$ cat config.mk
export PLATFORM = sky130hd
export DESIGN_NAME = string_hash_bucket_engine
export DESIGN_NICKNAME = d
export VERILOG_FILES = /design/src/design/shbe_pkg.sv /design/src/design/shbe_mod_unit.sv /design/src/design/string_hash_bucket_engine.sv
export SDC_FILE = /design/constraint.sdc
export NUM_CORES = 1
export LEC_CHECK = 0
export BUFFER_PORTS_ARGS = -buffer_cell sky130_fd_sc_hd__buf_4
export CAP_MARGIN = 5
export CELL_PAD_IN_SITES_DETAIL_PLACEMENT = 0
export CELL_PAD_IN_SITES_GLOBAL_PLACEMENT = 1
export CORE_UTILIZATION = 50
export DETAILED_ROUTE_END_ITERATION = 6
export PLACE_DENSITY = 0.8
export SLEW_MARGIN = 40
export SYNTH_ARGS = -nofsm -noshare
export SYNTH_HDL_FRONTEND = slang
export SYNTH_SLANG_ARGS = --single-unit
$ cat constraint.sdc
create_clock -name i_clk -period 16.84 [get_ports i_clk]
set_input_delay 3.368 -clock i_clk [delete_from_list [all_inputs] [get_ports i_clk]]
set_output_delay 3.368 -clock i_clk [all_outputs]
set_load 0.1 [all_outputs]
$ cat src/design/shbe_pkg.sv
// Package for the string hash bucket engine: codes, states, start values and fold helpers.
package shbe_pkg;

    // Hash, byte, modulo, configuration and step widths
    localparam int unsigned HASH_W   = 64;
    localparam int unsigned BYTE_W   = 8;
    localparam int unsigned BUCKET_W = 31;
    localparam int unsigned CFG_IDX_W  = 2;
    localparam int unsigned CFG_DATA_W = 32;
    localparam int unsigned STEP_W   = 3;

    // Mode start values
    localparam logic [HASH_W-1:0] DJB2_START = 64'd5381;
    localparam logic [HASH_W-1:0] FNV_START  = 64'd2166136261;

    // Configuration register indexes
    localparam logic [CFG_IDX_W-1:0] CFG_HASH_MODE    = 2'd0;
    localparam logic [CFG_IDX_W-1:0] CFG_BUCKET_COUNT = 2'd1;

    typedef enum logic [2:0] {
        MODE_DJB2        = 3'd0,
        MODE_FNV1A       = 3'd1,
        MODE_SHIFT_XOR   = 3'd2,
        MODE_ROTATE_XOR  = 3'd3,
        MODE_ADDITIVE    = 3'd4
    } t_mode;

    typedef enum logic [1:0] {
        ST_IDLE,
        ST_FOLD,
        ST_MOD,
        ST_EMIT
    } t_state;

    // Map a written mode code; unused codes behave as djb2
    function automatic t_mode decode_mode(input logic [2:0] code);
        t_mode m;
        if (code > MODE_ADDITIVE) begin
            m = MODE_DJB2;
        end else begin
            m = t_mode'(code);
        end
        return m;
    endfunction

    function automatic logic [HASH_W-1:0] start_value(input t_mode mode);
        logic [HASH_W-1:0] v;
        case (mode)
            MODE_DJB2:  v = DJB2_START;
            MODE_FNV1A: v = FNV_START;
            default:    v = '0;
        endcase
        return v;
    endfunction

    // Accumulator load value when a byte arrives (rotate-xor is complete here)
    function automatic logic [HASH_W-1:0] fold_init(input t_mode mode,
                                                    input logic [HASH_W-1:0] h,
                                                    input logic [BYTE_W-1:0] b);
        logic [HASH_W-1:0] v;
        logic [HASH_W-1:0] bx;
        bx = {{(HASH_W-BYTE_W){1'b0}}, b};
        case (mode)
            MODE_FNV1A:      v = h ^ bx;
            MODE_SHIFT_XOR:  v = h << 5;
            MODE_ROTATE_XOR: v = (h << 4) ^ (h >> 28) ^ bx;
            MODE_ADDITIVE:   v = h;
            default:         v = h << 5;
        endcase
        return v;
    endfunction

    // Addend for each step of the shared adder.
    // The FNV prime is 2^24 + 2^8 + 2^7 + 2^4 + 2^1 + 1, so the product is a
    // sum of shifted copies of x = h ^ b, the unshifted copy being the load.
    function automatic logic [HASH_W-1:0] fold_operand(input t_mode mode,
                                                       input logic [STEP_W-1:0] step,
                                                       input logic [HASH_W-1:0] h,
                                                       input logic [HASH_W-1:0] x,
                                                       input logic [BYTE_W-1:0] b);
        logic [HASH_W-1:0] v;
        logic [HASH_W-1:0] bx;
        bx = {{(HASH_W-BYTE_W){1'b0}}, b};
        v  = bx;
        case (mode)
            MODE_FNV1A: begin
                case (step)
                    3'd0:    v = x << 1;
                    3'd1:    v = x << 4;
                    3'd2:    v = x << 7;
                    3'd3:    v = x << 8;
                    default: v = x << 24;
                endcase
            end
            MODE_SHIFT_XOR: begin
                v = (step == '0) ? (h >> 2) : bx;
            end
            MODE_ADDITIVE: begin
                v = bx;
            end
            default: begin
                v = (step == '0) ? h : bx;
            end
        endcase
        return v;
    endfunction

    // Index of the last adder step for each mode
    function automatic logic [STEP_W-1:0] fold_last(input t_mode mode);
        logic [STEP_W-1:0] v;
        case (mode)
            MODE_FNV1A:    v = 3'd4;
            MODE_ADDITIVE: v = 3'd0;
            default:       v = 3'd1;
        endcase
        return v;
    endfunction

endpackage

$ cat src/design/shbe_mod_unit.sv
// Restoring 64-by-31-bit remainder unit, one dividend bit per cycle.
module shbe_mod_unit (
    input  logic                               i_clk,
    input  logic                               i_rst_n,
    input  logic                               i_start,
    input  logic [shbe_pkg::HASH_W-1:0]        i_dividend,
    input  logic [shbe_pkg::BUCKET_W-1:0]      i_divisor,
    output logic                               o_done,
    output logic [shbe_pkg::BUCKET_W-1:0]      o_remainder
);

    localparam int unsigned CNT_W = $clog2(shbe_pkg::HASH_W);
    localparam logic [CNT_W-1:0] LAST_CNT = CNT_W'(shbe_pkg::HASH_W - 1);

    logic                               r_busy;
    logic                               r_done;
    logic [CNT_W-1:0]                   r_count;
    logic [shbe_pkg::HASH_W-1:0]        r_quo;
    logic [shbe_pkg::BUCKET_W-1:0]      r_div;
    logic [shbe_pkg::BUCKET_W-1:0]      r_rem;
    logic [shbe_pkg::BUCKET_W-1:0]      n_rem;
    logic [shbe_pkg::BUCKET_W:0]        trial;
    logic [shbe_pkg::BUCKET_W:0]        diff;

    // Shift in the next dividend bit, subtract the divisor when it fits
    always_comb begin
        trial = {r_rem, r_quo[shbe_pkg::HASH_W-1]};
        diff  = trial - {1'b0, r_div};
        if (trial >= {1'b0, r_div}) begin
            n_rem = diff[shbe_pkg::BUCKET_W-1:0];
        end else begin
            n_rem = trial[shbe_pkg::BUCKET_W-1:0];
        end
    end

    // Control: busy flag, step count, done pulse
    always_ff @(posedge i_clk) begin
        if (!i_rst_n) begin
            r_busy  <= 1'b0;
            r_done  <= 1'b0;
            r_count <= '0;
        end else begin
            r_done <= 1'b0;
            if (i_start) begin
                r_busy  <= 1'b1;
                r_count <= '0;
            end else if (r_busy) begin
                r_count <= r_count + 1'b1;
                if (r_count == LAST_CNT) begin
                    r_busy <= 1'b0;
                    r_done <= 1'b1;
                end
            end
        end
    end

    // Datapath: latch operands, then iterate
    always_ff @(posedge i_clk) begin
        if (i_start) begin
            r_quo <= i_dividend;
            r_div <= i_divisor;
            r_rem <= '0;
        end else if (r_busy) begin
            r_quo <= r_quo << 1;
            r_rem <= n_rem;
        end
    end

    assign o_done      = r_done;
    assign o_remainder = r_rem;

endmodule

$ cat src/design/string_hash_bucket_engine.sv
// Top level of the string hash bucket engine: key byte folding and bucket selection.
//
//  channel   direction  valid        ready        payload
//  -------   ---------  -----        -----        -------
//  key in    input      i_valid      o_ready      i_key_byte, i_no_key
//  bucket    output     o_valid      i_ready      o_bucket_index
//  config    input      i_cfg_valid  o_cfg_ready  i_cfg_index, i_cfg_data
//
// A nonzero key byte is folded by fold_init alone in rotate-xor mode; in the other modes
// one 64-bit adder accumulates one term per cycle. A terminating zero byte hands the
// hash to the remainder unit, which retires one dividend bit per cycle. A null key or
// a zero bucket count skips the remainder unit.
// Reset is synchronous; it restores djb2 mode, one bucket and the djb2 start value.
// A result held at the output does not stall byte folding; only the next result waits.
module string_hash_bucket_engine (
    input  logic                                 i_clk,
    input  logic                                 i_rst_n,
    input  logic                                 i_valid,
    output logic                                 o_ready,
    input  logic [shbe_pkg::BYTE_W-1:0]          i_key_byte,
    input  logic                                 i_no_key,
    output logic                                 o_valid,
    input  logic                                 i_ready,
    output logic [shbe_pkg::BUCKET_W-1:0]        o_bucket_index,
    input  logic                                 i_cfg_valid,
    output logic                                 o_cfg_ready,
    input  logic [shbe_pkg::CFG_IDX_W-1:0]       i_cfg_index,
    input  logic [shbe_pkg::CFG_DATA_W-1:0]      i_cfg_data
);

    shbe_pkg::t_state                   r_state, n_state;
    shbe_pkg::t_mode                    r_mode, n_mode;
    logic [shbe_pkg::BUCKET_W-1:0]      r_bucket_count, n_bucket_count;
    logic [shbe_pkg::HASH_W-1:0]        r_hash, n_hash;
    logic [shbe_pkg::HASH_W-1:0]        r_acc, n_acc;
    logic [shbe_pkg::HASH_W-1:0]        r_x, n_x;
    logic [shbe_pkg::BYTE_W-1:0]        r_byte, n_byte;
    logic [shbe_pkg::STEP_W-1:0]        r_step, n_step;
    logic [shbe_pkg::BUCKET_W-1:0]      r_result, n_result;
    logic                               r_out_valid, n_out_valid;
    logic [shbe_pkg::BUCKET_W-1:0]      r_bucket_index, n_bucket_index;

    logic                               in_fire;
    logic                               cfg_fire;
    logic [shbe_pkg::HASH_W-1:0]        fold_sum;
    logic                               mod_start;
    logic                               mod_done;
    logic [shbe_pkg::BUCKET_W-1:0]      mod_rem;
    shbe_pkg::t_mode                    cfg_mode;

    assign o_ready     = (r_state == shbe_pkg::ST_IDLE);
    assign o_cfg_ready = 1'b1;
    assign in_fire     = i_valid && o_ready;
    assign cfg_fire    = i_cfg_valid && o_cfg_ready;
    assign cfg_mode    = shbe_pkg::decode_mode(i_cfg_data[2:0]);

    // Shared adder for all folding steps
    assign fold_sum = r_acc + shbe_pkg::fold_operand(r_mode, r_step, r_hash, r_x, r_byte);

    shbe_mod_unit u_mod (
        .i_clk       (i_clk),
        .i_rst_n     (i_rst_n),
        .i_start     (mod_start),
        .i_dividend  (r_hash),
        .i_divisor   (r_bucket_count),
        .o_done      (mod_done),
        .o_remainder (mod_rem)
    );

    // Sequencer: next state, datapath updates and output slot
    always_comb begin
        n_state        = r_state;
        n_mode         = r_mode;
        n_bucket_count = r_bucket_count;
        n_hash         = r_hash;
        n_acc          = r_acc;
        n_x            = r_x;
        n_byte         = r_byte;
        n_step         = r_step;
        n_result       = r_result;
        n_out_valid    = r_out_valid;
        n_bucket_index = r_bucket_index;
        mod_start      = 1'b0;

        // Drop a delivered result
        if (r_out_valid && i_ready) begin
            n_out_valid = 1'b0;
        end

        case (r_state)
            shbe_pkg::ST_IDLE: begin
                if (in_fire) begin
                    if (i_no_key) begin
                        n_result = '0;
                        n_hash   = shbe_pkg::start_value(r_mode);
                        n_state  = shbe_pkg::ST_EMIT;
                    end else if (i_key_byte != '0) begin
                        n_acc  = shbe_pkg::fold_init(r_mode, r_hash, i_key_byte);
                        n_x    = r_hash ^ {{(shbe_pkg::HASH_W-shbe_pkg::BYTE_W){1'b0}},
                                           i_key_byte};
                        n_byte = i_key_byte;
                        n_step = '0;
                        if (r_mode == shbe_pkg::MODE_ROTATE_XOR) begin
                            n_hash = n_acc;
                        end else begin
                            n_state = shbe_pkg::ST_FOLD;
                        end
                    end else if (r_bucket_count == '0) begin
                        n_result = '0;
                        n_hash   = shbe_pkg::start_value(r_mode);
                        n_state  = shbe_pkg::ST_EMIT;
                    end else begin
                        // Hand the finished hash to the remainder unit, then restart
                        mod_start = 1'b1;
                        n_hash    = shbe_pkg::start_value(r_mode);
                        n_state   = shbe_pkg::ST_MOD;
                    end
                end
            end
            shbe_pkg::ST_FOLD: begin
                n_acc  = fold_sum;
                n_step = r_step + 1'b1;
                if (r_step == shbe_pkg::fold_last(r_mode)) begin
                    if (r_mode == shbe_pkg::MODE_SHIFT_XOR) begin
                        n_hash = r_hash ^ fold_sum;
                    end else begin
                        n_hash = fold_sum;
                    end
                    n_state = shbe_pkg::ST_IDLE;
                end
            end
            shbe_pkg::ST_MOD: begin
                if (mod_done) begin
                    n_result = mod_rem;
                    n_state  = shbe_pkg::ST_EMIT;
                end
            end
            shbe_pkg::ST_EMIT: begin
                // Load the output slot once it is free
                if (!r_out_valid || i_ready) begin
                    n_out_valid    = 1'b1;
                    n_bucket_index = r_result;
                    n_state        = shbe_pkg::ST_IDLE;
                end
            end
            default: begin
                n_state = shbe_pkg::ST_IDLE;
            end
        endcase

        // Configuration writes must arrive only while idle; the block itself does not enforce this
        if (cfg_fire) begin
            case (i_cfg_index)
                shbe_pkg::CFG_HASH_MODE: begin
                    n_mode = cfg_mode;
                    n_hash = shbe_pkg::start_value(cfg_mode);
                end
                shbe_pkg::CFG_BUCKET_COUNT: begin
                    n_bucket_count = i_cfg_data[shbe_pkg::BUCKET_W-1:0];
                end
                default: begin
                end
            endcase
        end
    end

    // Control and architectural state
    always_ff @(posedge i_clk) begin
        if (!i_rst_n) begin
            r_state        <= shbe_pkg::ST_IDLE;
            r_mode         <= shbe_pkg::MODE_DJB2;
            r_bucket_count <= {{(shbe_pkg::BUCKET_W-1){1'b0}}, 1'b1};
            r_hash         <= shbe_pkg::DJB2_START;
            r_out_valid    <= 1'b0;
        end else begin
            r_state        <= n_state;
            r_mode         <= n_mode;
            r_bucket_count <= n_bucket_count;
            r_hash         <= n_hash;
            r_out_valid    <= n_out_valid;
        end
    end

    // Payload registers
    always_ff @(posedge i_clk) begin
        r_acc          <= n_acc;
        r_x            <= n_x;
        r_byte         <= n_byte;
        r_step         <= n_step;
        r_result       <= n_result;
        r_bucket_index <= n_bucket_index;
    end

    assign o_valid        = r_out_valid;
    assign o_bucket_index = r_bucket_index;

endmodule

* Word level (Yosys, flattened, before mapping)
Index checks and enable logic that the tools add are counted.
Widths: inputs -> output; s select.
** Storage, ports and cells
- Flip-flop bits (word level) :: 435
- Output and inout bits :: 34
- Word-level logic and storage cells :: 133
** Operators by class
- Add/sub/neg operators :: 4
- Eq/ne operators :: 23
- Bitwise gates (word level) :: 7
- $lt $le $gt $ge :: 2
- Reductions and logical operators :: 23
- Muxes and demuxes :: 57
** Operator list (number)
- $mux 64 :: 14
- $pmux 64 s3 :: 2
- $pmux 64 s2 :: 2
- $pmux 64 s4 :: 1
- $mux 31 :: 6
- $pmux 32 s2 :: 2
- $xor 64x8->64 :: 2
- $add 64x64->64 :: 1
- $xor 64x36->64 :: 1
- $xor 64x64->64 :: 1
- $mux 62 :: 1
- $pmux 31 s2 :: 1
- $ge 32x31->1 :: 1
- $logic_not 31->1 :: 1
- $sub 31x31->31 :: 1
- $mux 3 :: 5
- $mux 2 :: 7
- $mux 1 :: 13
- $eq 3x2->1 const B :: 4
- $pmux 3 s2 :: 2
- $reduce_and 5->1 :: 2
- $eq 3x1->1 const B :: 3
- $logic_not 3->1 :: 3
- $pmux 2 s4 :: 1
- other kinds (24) :: 39

* Longest topological paths before layout
Gate-level depths: netlist (run 1).
- Depth in word-level cells :: 10
- Mapped depth :: 23
- Depth with buffers taken out :: 20

* Cells and area by module
From an unflattened synthesis (run 1), not the netlist that was laid out.
** Unflattened totals
- Cells, all modules :: 3319
- Area, all modules :: 29281.8 sq um
** Modules (own cells, without submodules)
- string_hash_bucket_engine :: instances 1, area each 22081.2 sq um, cells an instance 2670
- shbe_mod_unit :: instances 1, area each 7200.7 sq um, cells an instance 649

* Worst setup path before layout (run 1)
Ideal clock, no wire load.
- Kind :: input to register
- Start :: input i_valid
- End :: register r_hash[12] (netlist name)
- Cell stages on the path :: 8
- Setup slack :: 8558 ps
- Required time :: 16718 ps
- Arrival time :: 8161 ps
- Cells stage by stage :: clkbuf_1 -> nand2_1 -> nor2_1 -> nand2_1 -> nor2_1 -> nor3_1 -> a211oi_1 -> o21bai_1
** On the way
- Cells in the longest elaborated chain, start to end :: 5
** RTL lines
- from (decl) :: line string_hash_bucket_engine.sv:18 : input logic i_valid,
- $logic_and 1x1->1 * :: line string_hash_bucket_engine.sv:53 : assign in_fire = i_valid && o_ready;
- $mux 64 * :: line string_hash_bucket_engine.sv:92 : if (in_fire) begin
- $pmux 64 s2 * :: line string_hash_bucket_engine.sv:90 : case (r_state)
- $mux 64 :: line string_hash_bucket_engine.sv:153 : case (i_cfg_index)
- $mux 64 * :: line string_hash_bucket_engine.sv:152 : if (cfg_fire) begin
- to (signal assigned) :: line string_hash_bucket_engine.sv:173 : r_hash <= shbe_pkg::DJB2_START;
- to (signal assigned) :: line string_hash_bucket_engine.sv:179 : r_hash <= n_hash;
- to (decl) :: line string_hash_bucket_engine.sv:34 : logic [shbe_pkg::HASH_W-1:0] r_hash, n_hash;
Every way passes the cells marked *; elsewhere a longest branch is shown, timed or not.
A chain may end at the register's enable or synchronous reset.

* Worst setup path in the final report (run 1)
- Start :: register r_mode[2]
- End :: register r_hash[63] (netlist name)
** On the way
- Cells in the longest elaborated chain, start to end :: 9
** RTL lines
- from (decl) :: line string_hash_bucket_engine.sv:32 : shbe_pkg::t_mode r_mode, n_mode;
- from (signal assigned) :: line string_hash_bucket_engine.sv:171 : r_mode <= shbe_pkg::MODE_DJB2;
- from (signal assigned) :: line string_hash_bucket_engine.sv:177 : r_mode <= n_mode;
- $eq 3x3->1, or another cell as far along :: line shbe_pkg.sv:63, shbe_pkg.sv:85, shbe_pkg.sv:111
- $pmux 64 s3 (on tied branches) :: line shbe_pkg.sv:85, shbe_pkg.sv:63
- $add 64x64->64 / $mux 64 (equally long branches) :: line string_hash_bucket_engine.sv:58, string_hash_bucket_engine.sv:103
- $xor 64x64->64 / $mux 64 (equally long branches) :: line string_hash_bucket_engine.sv:125, string_hash_bucket_engine.sv:97
- $mux 64 (on tied branches) :: line string_hash_bucket_engine.sv:124, string_hash_bucket_engine.sv:93
- $mux 64 (on tied branches) :: line string_hash_bucket_engine.sv:123, string_hash_bucket_engine.sv:92
- $pmux 64 s2 * :: line string_hash_bucket_engine.sv:90
- $mux 64 :: line string_hash_bucket_engine.sv:153
- $mux 64 * :: line string_hash_bucket_engine.sv:152
Every way passes the cells marked *; elsewhere a longest branch is shown, timed or not. The select of a mux whose other input is x is not followed.

==> results of run 1 <==
[logic make-up after synthesis]
family / after synthesis / synth area share (%)
flip-flops: 435 / 40.67
adder cells (fa/ha/maj): 102 / 4.503
AO/OA/AOI/OAI: 1204 / 28.01
XOR/XNOR: 139 / 4.246
multiplexers: 38 / 1.344
other: 1 / 0.01308
AND/OR/NAND/NOR: 1063 / 16.04
buffers and inverters: 380 / 5.171
[worst paths after layout]
kind / start / end / slack (ns) / cells past startpoint
setup / recovery: r_mode[2] / r_hash[63] / 10.16 / 17
hold / removal: r_result[29] / o_bucket_index[29] / 0.42 / 0
setup reg to reg: r_mode[2] / r_hash[63] / 10.16 / 17
hold reg to reg: r_result[29] / o_bucket_index[29] / 0.42 / 0
[power by group through the flow]
stage          registers (uW)  logic [uW]  clock network [uW]
6_report                 1260         641                1200
5_1_grt                  1270         691                1250
4_1_cts                  1260         623                1210
3_5_place_dp             1280         620                   0
3_3_place_gp             1280         609                   0
2_1_floorplan            1260         441                   0
[registers in the layout (all words and copies together), names as in the netlist, 2 cells and up]
register	count
r_hash	64
u_mod.r_div	31
r_acc	64
r_x	63
r_bucket_count	31
r_step	3
o_bucket_index	31
r_byte	8
r_mode	3
r_result	31
u_mod.r_quo	64
u_mod.o_remainder	31
r_state	2
u_mod.r_count	6
[final cells by class]
| class | instances | area [um^2] |
|---|---|---|
| clock inverters | 35 | 467.9 |
| clock buffers | 56 | 1324 |
| fillers | 5103 | 24890 |
| multi-input cells | 2547 | 15730 |
| well taps | 756 | 945.9 |
| flip-flops and latches | 435 | 11660 |
| inverters | 75 | 284.0 |
| repair buffers | 153 | 1195 |
[cell usage in the layout (no fill, tap or decap), types with 15 or more instances in the layout]
cell,n
a31oi_1,85
o22ai_1,33
a22o_1,19
nor3_1,37
a21oi_1,311
o221ai_1,15
o211ai_1,22
a22oi_1,195
o21ai_0,190
dfxtp_1,137
o21bai_1,25
a211oi_1,37
nor4_1,17
nand2_1,564
nand2b_1,17
xor2_1,61
a221o_1,52
nor2_1,227
ha_1,99
inv_1,72
clkbuf_16,50
nand4_1,42
a21boi_0,40
nand3_1,38
o21a_1,18
and3_1,40
xnor2_1,78
a21o_1,39
buf_4,147
mux2i_1,34
edfxtp_1,295
[through the flow]
step	instance area, um^2	cells
after floorplan	28670	3362
after global placement	29690	3961
after detailed placement	29800	3965
after CTS	31590	4056
after global routing	31610	4057
final	31610	4057
[routing by layer]
metal,vias to the layer above,GRT usage (%)
met5,-,0
met4,0,16.07
met1,13070,50.74
met2,1588,56.33
li1,12270,-
met3,272,6.506
==> out/results.ini, run 1 <==
[detailed_routing]
wirelength_um=107100
wl_met1_um=44300
avgViaCountPerCell=6.704
top_layer=met4
drc_errors=0
drtPass1Iterations=7
drt.antenna.violating_nets=0
route.met3.wl_um=11110
drtIter0Drc=3508
route.met2.wl_um=46670
detail_route.wl_per_cell_um=26.39
vias=27200

[outcome]
status=complete, no violations

[timing]
worstMarginPinSlew_ns=0.9272
finalClockSkew_ns=0.03261
achievable-frequency_mhz=149.6
whs_ns=0.4199
grt_setup_unrepaired=no
fin_setup_tns_ns=0
hold_violations=0
worst_slack_ns=10.16
drv_slew=0
min_period_ns=6.684
setup_violations=0
maxSlewHeadroom_pct=37.82
min_period_over_period_pct=39.69

[synthesis]
yosysWarnings=0
synth_top_area_share_pct=30.90
synth.most_common_cell=nand2_1
yosys.area.top_type=edfxtp_1
ys_types=91
synthTopCellsByCount=nand2_1 (568), a21oi_1 (315), edfxtp_1 (295), clkbuf_1 (249), nor2_1 (234)
synthTopCellsByArea=edfxtp_1 (31%), dfxtp_1 (9.8%), nand2_1 (7.4%)
synth_seq_area_share_pct=40.67
netlist_instances=3362
syn-cell-area_mm2=0.02867
synthArstFlopShare_pct=0
synth-edff-count=295
syn_area_per_cell_um2=8.528
synth_flop_cell=edfxtp_1
synth_seq_cells=435
synth.net_count=3512

[floorplan]
die_x_um=241.5
rows=87
num_io_pins=82
start_util_pct=50.75
die_area_mm2=0.05831
core_area_mm2=0.05650
die_h_um=241.5

[power_and_ir_drop]
p_switching_uw=986.4
peakVddDrop_mv=0.09047
internal_power_uw=2116
power_frac_seq_pct=40.7
swShare_pct=31.80
comb_power_share_pct=20.7
total_power_uw=3102
pwr-share-clk_pct=38.6
power.density_mw_per_mm2=98.15
p_leak_uw=0.01159

[cts]
cts_tree=yes
cts_buffers=49
cts_setup_buffers=0
cts_hold_buffers=0
cts_root_buf=clkbuf_16
h-tree-depth=2
clockBufferDepth=3
clk_pin_slew_worst_paths_ns=0.06
clock_sinks=435
cts-resized-gates=0
insertion_delay_ns=0.63

[worst_setup_path]
critPathTopFamily=compound AO/OA/AOI/OAI gates
startpoint_type=register
worstPathCellList=nand2b_1 > a21oi_4 > buf_4 > nor3_2 > buf_4 > a221o_1 > ha_1 > a21oi_1 > o21ai_0 > a22oi_1 > nand4_1 > a31oi_1 > o21ai_1 > a21oi_1 > xnor2_1 > mux2_2 > o22ai_1
slowest_stage=dfxtp_1
path_class=register to register
required_ns=17.38
critPathCaptureType=register
crit_fanout=59
slowest_delay_ns=0.91
path_buf_inv=2
critPathArrivalTime_ns=7.22

[global_routing]
grt_pass1_vias=25440
antenna_found_initial=0
grt_pass1_wl_um=161200
grt_usage_pct=36.73
grt_start_max_net_pins=69
gr-total-overflow=0

[run]
drv_cap=0

[cells_and_area]
final_core_util_pct=55.95
syn2layout_area_growth_pct=10.23
drive_gt1_share_pct=9.543
n_antenna_cell=0
nNetsFinal=3411

[worst_hold_path]
hp-class=register to register

[placement]
dp_hpwl_um=74310
routabilityCongestion=0.9867
io_buffers=79
pre_cts_slack_ns=10.28

Power figures use the tool's default switching activity.
==> run 2, diff against run 1 <==
ABC_AREA = 1   (was not set)
CORE_UTILIZATION = 42   (was 50)
PLACE_DENSITY = 0.74   (was 0.8)
clock period = 6 ns   (was 16.84 ns; I/O delays follow)
==> run 2 against run 1 <==
  * Power rose to 4.1 times the previous value
  * Routed wire length increased by 28%
  * Via count is 17% higher
  * Fmax increased by 27%
  * Combinational power grew to 8.6 times the previous value
  * First-iteration DRC count increased by 5.9%
  * Utilization down 9.0 points
  * Largest cell class unchanged
==> out/results.ini, run 2 <==
[placement]
dp.cells=5337  ; +35%
routabilityCongestion=1.035  ; +4.8%
dp_hpwl_um=103300  ; +39%
place_area_mm2=0.03248  ; +9.0%
io_buffers=79  ; unchanged

[timing]
achievable-frequency_mhz=190.0  ; +27%
whs_ns=0.4100  ; -0.009944 ns
min_period_ns=5.263  ; -1.421 ns
worstMarginPinSlew_ns=0.8878  ; -0.03941 ns
min_period_over_period_pct=87.71  ; +48 points
hold_violations=0  ; unchanged
setup_violations=0  ; unchanged
grt_setup_unrepaired=no
maxSlewHeadroom_pct=40.74  ; +2.9 points
drv_slew=0  ; unchanged
finalClockSkew_ns=0.05257  ; +0.01995 ns
fin_setup_tns_ns=0  ; unchanged

[worst_setup_path]
path_common_cell=nand2_1
path_buf_inv=5  ; +3
worstPathCellList=inv_1 > ha_1 > inv_1 > nor2_1 > nor2_1 > nand2_1 > inv_2 > buf_4 > o31ai_1 > a31oi_1 > ha_1 > nand2_1 > nor2_1 > inv_1 > nor2_1 > and2_1 > nand2_1 > nand2_1 > nand2_1 > nand3_1 > nand2_1 > nand2_1 > o21ai_0
slowest_delay_ns=0.44  ; -0.47 ns
startpoint_type=register
critPathTopFamily=simple AND/OR/NAND/NOR gates
path_class=register to register
required_ns=6.30  ; -11.08 ns
regToRegStartpoint=r_step[0]
slowest_stage=edfxtp_1
critPathCaptureType=register
critPathArrivalTime_ns=5.56  ; -1.66 ns
crit_fanout=31  ; -47%
crit_start=r_step[0]

[synthesis]
synthTopCellsByCount=nand2_1 (1101), inv_1 (676), nor2_1 (366), o21ai_0 (340)
syn_area_per_cell_um2=6.953  ; -18%
ys_types=60  ; -34%
synthArstFlopShare_pct=0  ; unchanged
yosys.area.top_type=edfxtp_1
synth.net_count=4591  ; +31%
synth_top_area_share_pct=28.69  ; -2.2 points
synth_seq_cells=435  ; unchanged
synth-edff-count=295  ; unchanged
synth.most_common_cell=nand2_1
synth_flop_cell=edfxtp_1
netlist_instances=4441  ; +32%
yosysWarnings=0  ; unchanged
synth_seq_area_share_pct=37.76  ; -2.9 points
syn-cell-area_mm2=0.03088  ; +7.7%
synthTopCellsByArea=edfxtp_1 (29%), nand2_1 (13%), dfxtp_1 (9.1%)

[cells_and_area]
design_area_mm2=0.03422  ; +8.3%
drive_gt1_share_pct=6.124  ; -3.4 points
nNetsFinal=4582  ; +34%
syn2layout_area_growth_pct=10.83
final_core_util_pct=46.99  ; -9.0 points
largestRegisters=r_acc: 64 flops, r_hash: 64 flops, u_mod.r_quo: 64 flops
mostFrequentLayoutCells=nand2_1 (1100), inv_1 (671), nor2_1 (361)
layout.cells.most_common=nand2_1
final_cells=5434  ; +34%

[cts]
clockBufferDepth=3  ; unchanged
clk_pin_slew_worst_paths_ns=0.06  ; about the same
cts_setup_buffers=0  ; unchanged
h-tree-depth=2  ; unchanged
insertion_delay_ns=0.64  ; about the same
cts-resized-gates=0  ; unchanged
cts_root_buf=clkbuf_16
cts_buffers=51  ; +4.1%
clock_sinks=435  ; unchanged
cts_hold_buffers=0  ; unchanged
cts_tree=yes

[floorplan]
start_util_pct=42.40  ; -8.4 points
die_x_um=273.1  ; +13%
rows=99  ; +14%
core_area_mm2=0.07283  ; +29%
die_h_um=273.1  ; +13%
num_io_pins=82  ; unchanged
die_area_mm2=0.07461  ; +28%

[global_routing]
antenna_found_initial=2  ; +2
grt_pass1_vias=28700  ; +13%
grt_start_max_net_pins=166  ; +140%
grt_usage_pct=36.05  ; -0.68 points
gr-total-overflow=0  ; unchanged
grt_pass1_wl_um=195600  ; +21%

[worst_hold_path]
hold_start=r_result[9]
hp-class=register to register

[outcome]
status=complete, no violations

[detailed_routing]
drtIter0Drc=3715  ; +5.9%
avgViaCountPerCell=5.838  ; -13%
drtPass1Iterations=6  ; -1
drt.antenna.violating_nets=0  ; unchanged
drc_errors=0  ; unchanged
detail_route.wl_per_cell_um=25.26  ; -4.3%
wirelength_um=137300  ; +28%
vias=31730  ; +17%

[run]
drv_cap=0  ; unchanged

[power_and_ir_drop]
peakVddDrop_mv=0.2626  ; +190%
p_leak_uw=0.01472  ; +27%
power.density_mw_per_mm2=373.8  ; +280%

-- run 2: cell types whose count changed in the layout (fill, tap and decap cells not counted), moves of 36 or more --
cell	change
a221o_1	-52
a22oi_1	-175
o211ai_1	+37
a21boi_0	-39
and3_1	-36
o22ai_1	+106
nor2_1	+134
nand2_1	+536
xnor2_1	-59
nand3_1	+256
o21ai_0	+150
inv_1	+599
-- run 2: final cells by class --
type | count | area [um^2]
Multi-Input combinational cell | 3101 | 15790
Clock inverter | 18 | 262.8
Fill cell | 7619 | 38610
Tap cell | 959 | 1200
Antenna cell | 1 | 2.502
Sequential cell | 435 | 11660
Inverter | 690 | 2597
Timing Repair Buffer | 153 | 1262
Clock buffer | 77 | 1444
-- run 2: per-stage QoR --
step / total power (uW) / setup slack (ns)
final: 12790 / 0.7371
after global routing: 13350 / 0.3839
after CTS: 12670 / 0.8816
after detailed placement: 9435 / 0.9145
after global placement: 9413 / 0.9611
after floorplan: 7357 / 1.092
-- run 2: worst paths after layout --
path | cells past startpoint | slack [ns] | to
worst max-delay path | 23 | 0.74 | r_acc[43]
worst min-delay path | 0 | 0.41 | o_bucket_index[9]
worst max register to register | 23 | 0.74 | r_acc[43]
worst min register to register | 0 | 0.41 | o_bucket_index[9]
-- run 2: where the power goes --
| group | internal (uW) | total, uW | switching [uW] | leakage [uW] |
|---|---|---|---|---|
| clock | 1880 | 3250 | 1370 | 0.000825 |
| sequential | 3690 | 4020 | 334 | 0.00391 |
| combinational | 1420 | 5520 | 4100 | 0.00998 |
| total | 6990 | 12800 | 5810 | 0.0147 |
-- run 2: cells by family (layout without fill, tap and decap cells) --
family / count (synthesis) / in the layout / synth area share, %
compound gates: 1037 / 1037 / 19.48
xor+xnor: 65 / 65 / 1.844
fa+ha+maj: 102 / 102 / 4.182
buf+inv: 905 / 938 / 11.33
flops: 435 / 435 / 37.76
other cells: 1 / 2 / 0.01214
simple gates: 1896 / 1896 / 25.38
-- run 2: metal layers --
metal	up-vias	GRT usage (%)	wire, um	share of wire [%]
met2	1619	51.17	55710	41
met5	-	0	15	0.011
met3	316	8.382	14060	10
li1	14910	-	-	-
met1	14880	50.16	59230	43
met4	2	19.80	8259	6.0
